===== src/design/stereo_disparity_reprojection_core_defines.svh =====
// assertion macros for the stereo disparity reprojection core
// no dependencies
`ifndef STEREO_DISPARITY_REPROJECTION_CORE_DEFINES_SVH
`define STEREO_DISPARITY_REPROJECTION_CORE_DEFINES_SVH
`ifndef SYNTH
`define SDR_ASSERT(lbl, clk, rstn, prop, msg) \
  lbl: assert property (@(posedge clk) disable iff (!rstn) prop) else $error(msg);
`define SDR_ASSERT_NEXT(lbl, clk, rstn, a, b, msg) \
  lbl: assert property (@(posedge clk) disable iff (!rstn) (a) |=> (b)) else $error(msg);
`else
`define SDR_ASSERT(lbl, clk, rstn, prop, msg)
`define SDR_ASSERT_NEXT(lbl, clk, rstn, a, b, msg)
`endif
`endif


===== src/design/sdr_pkg.sv =====
// shared types and constants for the stereo disparity reprojection core
// no dependencies
package sdr_pkg;
  localparam int unsigned DispW  = 16;
  localparam int unsigned PixW   = 12;
  localparam int unsigned CfgW   = 24;
  localparam int unsigned IdxW   = 3;
  localparam int unsigned QuotW  = 32;

  typedef enum logic [IdxW-1:0] {
    RegFocal   = 3'd0,
    RegCol     = 3'd1,
    RegRow     = 3'd2,
    RegWidth   = 3'd3,
    RegHeight  = 3'd4,
    RegBase    = 3'd5,
    RegDepLow  = 3'd6,
    RegDepHigh = 3'd7
  } reg_idx_e;

  // classified item handed from front to back
  typedef struct packed {
    logic        ok;
    logic [31:0] num_z;
    logic        neg_x;
    logic [31:0] num_x;
    logic        neg_y;
    logic [31:0] num_y;
    logic [DispW-1:0] disp;
  } front_item_t;
endpackage


===== src/design/sdr_front.sv =====
// front part: checks the pixel and forms the numerators
// depends on sdr_pkg
module sdr_front (
  input  logic clk_i,
  input  logic rst_ni,
  input  logic in_valid_i,
  input  logic [sdr_pkg::PixW-1:0] pixel_col_i,
  input  logic [sdr_pkg::PixW-1:0] pixel_row_i,
  input  logic [sdr_pkg::DispW-1:0] disparity_val_i,
  input  logic [15:0] focal_i,
  input  logic [15:0] ccol_i,
  input  logic [15:0] crow_i,
  input  logic [12:0] width_i,
  input  logic [12:0] height_i,
  input  logic [15:0] base_i,
  output logic out_valid_o,
  output sdr_pkg::front_item_t item_o
);
  logic [16:0] pc, pr;
  logic [16:0] mc, mr;
  logic neg_c, neg_r;
  logic ok;
  logic valid_q;
  sdr_pkg::front_item_t item_q;

  always_comb begin
    pc = {1'b0, pixel_col_i, 4'b0};
    pr = {1'b0, pixel_row_i, 4'b0};
    neg_c = {1'b0, ccol_i} > pc;
    neg_r = {1'b0, crow_i} > pr;
    mc = neg_c ? ({1'b0, ccol_i} - pc) : (pc - {1'b0, ccol_i});
    mr = neg_r ? ({1'b0, crow_i} - pr) : (pr - {1'b0, crow_i});
    ok = (disparity_val_i != '0) && (base_i != '0) && (focal_i != '0) &&
         ({1'b0, pixel_col_i} < width_i) && ({1'b0, pixel_row_i} < height_i);
  end

  always_ff @(posedge clk_i or negedge rst_ni) begin
    if (!rst_ni) begin
      valid_q <= 1'b0;
    end else begin
      valid_q <= in_valid_i;
    end
  end

  always_ff @(posedge clk_i) begin
    item_q.ok    <= ok;
    item_q.num_z <= 32'(focal_i) * 32'(base_i);
    item_q.neg_x <= neg_c;
    item_q.num_x <= 32'(mc) * 32'(base_i);
    item_q.neg_y <= neg_r;
    item_q.num_y <= 32'(mr) * 32'(base_i);
    item_q.disp  <= disparity_val_i;
  end

  assign out_valid_o = valid_q;
  assign item_o = item_q;
endmodule


===== config.mk =====
export PLATFORM = sky130hd
export DESIGN_NAME = sdr_front
export DESIGN_NICKNAME = d
export VERILOG_FILES = /design/src/design/stereo_disparity_reprojection_core_defines.svh /design/src/design/sdr_pkg.sv /design/src/design/sdr_front.sv
export SDC_FILE = /design/constraint.sdc
export NUM_CORES = 2
export LEC_CHECK = 0
export ABC_AREA = 1
export BUFFER_PORTS_ARGS = -buffer_cell sky130_fd_sc_hd__buf_2
export CAP_MARGIN = 20
export CORE_UTILIZATION = 40
export DETAILED_ROUTE_END_ITERATION = 7
export GPL_TIMING_DRIVEN = 0
export RECOVER_POWER = 100
export SLEW_MARGIN = 20
export SYNTH_ARGS = -nofsm -noshare
export SYNTH_HDL_FRONTEND = slang
export SYNTH_SLANG_ARGS = --single-unit

===== constraint.sdc =====
create_clock -name clk_i -period 0.8 [get_ports clk_i]
set_input_delay 0.04 -clock clk_i [delete_from_list [all_inputs] [get_ports clk_i]]
set_output_delay 0.04 -clock clk_i [all_outputs]
set_load 0.02 [all_outputs]

* After elaboration in Yosys (flattened, before gate mapping)
Cells that the tools add are included.
Storage, ports and cells: bits in registers 116, input bits 133, output and inout bits 116, word-level logic and storage cells 28
Cells by class: add/subtract/negate cells 4, $mul 3, $lt $le $gt $ge 4, multiplexer cells 2, reductions and logical operators 7
Operator list (number):
- $sub A16 B16 Y17 | 4
- $mul A17 B16 Y32 | 2
- $reduce_bool A16 Y1 | 3
- $mux W17 | 2
- $gt A16 B16 Y1 | 2
- $mul A16 B16 Y32 | 1
- $lt A12 B13 Y1 | 2
- $logic_and A1 B1 Y1 | 4

* Depth between registers and ports, before layout
depth after elaboration 5, depth in mapped cells 40, depth with buffers taken out 38

* Least setup slack after synthesis
No wires, ideal clock.
path kind input port to flip-flop, start point in pixel_row_i[4] (netlist bit), end point reg item_q (netlist bit item_o[38]), library setup time 0.112 ns, arrival time 5.941 ns, required time 0.688 ns, slack -5.254 ns, stages 33, buffers on the path 2, path through inv_1 ha_1 buf_4 a21oi_1 nand3_1 nand2_1 nand2_2 nand2_4 inv_4 buf_12 nand2_1 nand2_2 inv_4 nand2_1 fa_1 fa_1 fa_1 inv_1 fa_1 fa_1 inv_1 fa_1 inv_1 ha_1 nand2_1 nor2_1 nand4_1 o21ai_0 nand2_1 nand2_1 nand2_1 nand3_1 nand2_1
Between the ends: cells in the longest elaborated chain, start to end 3, elaborated cells on any way between the ends 5, those cells by class add/sub: 2; mul: 1; order compare: 1; mux: 1
RTL lines:
- start: declaration | line sdr_front.sv:8 | input logic [sdr_pkg::PixW-1:0] pixel_row_i,
- $gt A16 B16 Y1 | line sdr_front.sv:30 | neg_r = {1'b0, crow_i} > pr;
- net neg_r | line sdr_front.sv:21 | logic neg_c, neg_r;
- $mux W17 | line sdr_front.sv:32 | mr = neg_r ? ({1'b0, crow_i} - pr) : (pr - {1'b0, crow_i});
- $mul A17 B16 Y32 | line sdr_front.sv:51 | item_q.num_y <= 32'(mr) * 32'(base_i);
- end: declaration | line sdr_front.sv:24 | sdr_pkg::front_item_t item_q;
The timed path passes the listed nets, and every way through them passes these cells.

* Worst setup path in the final report
start point in crow_i[10], end point reg item_q (netlist bit item_o[45])
Between the ends: cells in the longest elaborated chain, start to end 3, elaborated cells on any way between the ends 5, those cells by class add/sub: 2; mul: 1; order compare: 1; mux: 1
RTL lines:
- start: declaration | line sdr_front.sv:12 | input logic [15:0] crow_i,
- $gt A16 B16 Y1 | line sdr_front.sv:30
- net neg_r | line sdr_front.sv:21
- $mux W17 | line sdr_front.sv:32
- $mul A17 B16 Y32 | line sdr_front.sv:51
The timed path passes the listed nets, and every way through them passes these cells.

==> results.txt <==
- In the routed design, unresolved DRC markers number 0.
- Relative to the synthesized area, the layout overhead comes to 37.4%.
- The critical path is of the input port to flop type.
- The root buffer cell chosen for the clock tree is sky130_fd_sc_hd__clkbuf_16.
- The first detailed-routing pass took 6 iterations.
- After clock tree synthesis, the clock-pin slew on the worst setup and hold paths is 0.06 ns.
- The routed layout has 30.7k vias.
- For this block, the routed nets add up to between 100 and 150 mm of wire.
- Port-buffer cells: 223
- Worst Hold Margin: -0.0686 ns
- RSZ-0062 raised after global routing: yes
- Measured along the y axis, the die boundary spans 291 um.
* Detailed route wirelength on metal3: 9.95 mm
- The final number of hold-violating endpoints came to 1.
* Post-synthesis instance area: 33400 um^2
- Required @ worst endpoint: about 1.2 ns
- Row generation in the floorplan step produced 105 rows.
- Transition time at the pin with the least slew margin: 1.23 ns
- The Yosys step of the flow raised 0 warnings.
- After synthesis, the netlist uses 53 different library cells.
* Type of element launching the critical path: input port
- Cell types with the largest area share after synthesis: sky130_fd_sc_hd__fa_1, sky130_fd_sc_hd__ha_1, sky130_fd_sc_hd__inv_1, sky130_fd_sc_hd__nand2_1, sky130_fd_sc_hd__dfxtp_1
- For this configuration, the core starts out at a cell density of about two fifths.
- Category of the worst setup path capture point: flop
- The first global-routing pass estimated 184 mm of wire.
* Cell count after placement: roughly 5.6k
- The number of pins exceeding their max-slew limit in the final report came to 0.
* Synthesized netlist net count: 5441
* Post-Place Cell Area: 38500 um^2
* Number of buffers and inverters on the critical path: 9
- Number of flip-flops and latches in the synthesized netlist: 116
- In the detailed route, the total length drawn on met2 is 55.5 mm.
- Number of nets in the layout: around 6k
- In the finished design, the share of the clock period the worst path needs comes to 740%.
* Total track usage: 28.5%
- For the worst setup path, the data arrival time is 6.35 ns.
* DIE AREA: 84600 um^2
* Status: finished, violations left
- After layout, the worst setup slack is -5.12 ns.
- In this run the worst hold path is classified as input port to flop.
- CTS built an H-tree with a depth of 4.
- Post-Route M1 WL: about 46 mm
- Counting the fill cells in the layout gives between 7k and 8k.
* EDFF count, synth: 0
* Top-level I/O count: approximately 250
- Clock net sink count: 116
- The worst hold path begins at focal_i[1].
- Clock tree synthesis inserted a total of 17 buffers.
- Entering global routing, the biggest net connects 17 pins.
* Largest incremental delay on the critical path: about 0.60 ns
- The number of global-route vias before repair came to 32.2k.
- Largest buffer count on any clock path: 2
- On the critical path the largest part of the delay comes from adder cells.
* Maximum fanout along the worst path: 6
* Post-synthesis instance total: 4320
- Violated checks: negative hold slack, negative setup slack
* Average wire length per cell after detail routing: 19.7 um
- Among all cell types in the netlist, the one instantiated most often is sky130_fd_sc_hd__inv_1.
* Post-layout min period: 5.92 ns
- Final instance area: 45900 um^2
- TritonCTS clock tree: built
- Measured against its own limit, the worst slew margin works out to a little under a fifth.
* Top post-synthesis cells by count: sky130_fd_sc_hd__inv_1, sky130_fd_sc_hd__nand2_1, sky130_fd_sc_hd__fa_1
- Counting flops with an async set or reset pin after synthesis yields a share of 0.862%.
- Antenna viol nets, final: 0
* Highest achievable clock rate: around 170 MHz
- After detailed routing, no signal wire sits above met5.
- Primary FF master, synth: sky130_fd_sc_hd__dfxtp_1
- After detailed routing, the number of vias per cell comes to 5.13.
* Overall overflow remaining after global route: 0
- In this run the biggest area consumer among cell types represents 36.6% of the synthesized area.
* Placeable Area: ~82000 um^2
- At the end of routability-driven placement, the weighted congestion stood at 0.966.
- Share of layout cells above drive strength 1: 32.2%
- Sequential-to-total area share from yosys stat: 6.97%
* Mean Syn Cell Area: 7.73 um^2
- Library cell with the largest summed area after synthesis: sky130_fd_sc_hd__fa_1
- The initial antenna violation count was 1.
* Final setup violation count: 213
- Horizontal die dimension: 291 um
- After clock tree synthesis, the flow added hold-fix buffers numbering 24.
- Max-cap violations: 0
- After the first detailed-routing iteration, the DRC count stood at about 2.2k.
- End point of the worst hold path: item_o[83]$_DFF_P_
- Cell with the largest stage delay on the worst path: sky130_fd_sc_hd__fa_1
- HPWL after detailed placement: 92.3 mm
* Number of cells in the finished layout apart from fillers: 5988
* Min-Delay Path Depth: 4
## layer usage
| metal | track usage [%] | up-vias |
|---|---|---|
| met5 | 0 | - |
| met4 | 13.5 | 2 |
| met3 | 6.62 | 296 |
| met2 | 47.3 | 1286 |
| met1 | 35.0 | 15200 |
| li1 | - | 14000 |
## metrics by stage
stage	setup TNS, ns	hold slack (ns)	util [%]	worst slack [ns]
4_1_cts	-389.29	-0.120	54.0	-5.03
2_1_floorplan	-356.87	-0.256	-	-4.96
5_1_grt	-412.28	-0.0756	55.7	-5.34
3_3_place_gp	-441.38	-0.185	46.7	-6.19
6_report	-391.81	-0.0686	55.7	-5.12
3_5_place_dp	-441.42	-0.185	46.7	-6.26
## placed cells by master (no fill, tap or decap), drive strengths merged, types with 24 or more instances in the layout
cell type	n
a21oi	143
buf	578
clkbuf	136
dfxtp	115
dlygate4sd3	24
fa	610
ha	378
inv	1059
nand2	973
nand3	168
nand4	28
nor2	371
nor3	36
o21ai	89
xnor2	29
xor2	82
## logic make-up (layout without fill, tap and decap cells)
kind of cell / after synthesis / after routing / synth area share (%)
adders and majority gates: 988 / 988 / 50.7
xor gates and xnor gates: 111 / 111 / 3.02
other: 0 / 2 / 0
DFF: 116 / 116 / 6.97
buffers and inverters: 1219 / 1814 / 14.3
AOI/OAI and AO/OA: 294 / 294 / 5.03
and+or+nand+nor: 1592 / 1593 / 20.0
## worst max-delay path by stage
stage | start | end | slack (ns) | depth (start not counted)
after floorplan | ccol_i[10] | item_o[80]$_DFF_P_ | -4.96 | 38
after global placement | crow_i[0] | item_o[47]$_DFF_P_ | -6.19 | 31
after detailed placement | crow_i[0] | item_o[47]$_DFF_P_ | -6.26 | 31
after CTS | pixel_row_i[8] | item_o[45]$_DFF_P_ | -5.03 | 35
after global routing | pixel_row_i[4] | item_o[45]$_DFF_P_ | -5.34 | 34
final | crow_i[10] | item_o[45]$_DFF_P_ | -5.12 | 34
## worst min-delay path, stage by stage
cell and delay, ns:
sky130_fd_sc_hd__clkbuf_8 0.14, sky130_fd_sc_hd__nand2_1 0.06, sky130_fd_sc_hd__inv_1 0.05, sky130_fd_sc_hd__ha_1 0.11
## repair_timing
item	4_1_cts	5_1_grt
endpoints found under the hold margin	27	1
pin swaps	365	206
gates resized for setup	756	264
gates cloned	12	1
buffers inserted	259	57
setup endpoints to repair	211	212
## state kept, by name, indices dropped and copies added (netlist names)
register / cells
item_o: 115
out_valid_o: 1
## cell type report
class                           count  area (um^2)  area share [%]
Antenna cell                        2         5.00          0.0109
Buffer                            146         1900            4.13
Clock buffer                       22          474            1.03
Clock inverter                      8         78.8           0.172
Inverter                         1065         4190            9.12
Multi-Input combinational cell   2986        30800            67.1
Sequential cell                   116         2350            5.13
Tap cell                         1070         1340            2.92
Timing Repair Buffer              573         4760            10.4
Power is left out: the tool's default activity adds up to more than one toggle a clock period on the data nets, which glitch-free logic cannot reach.
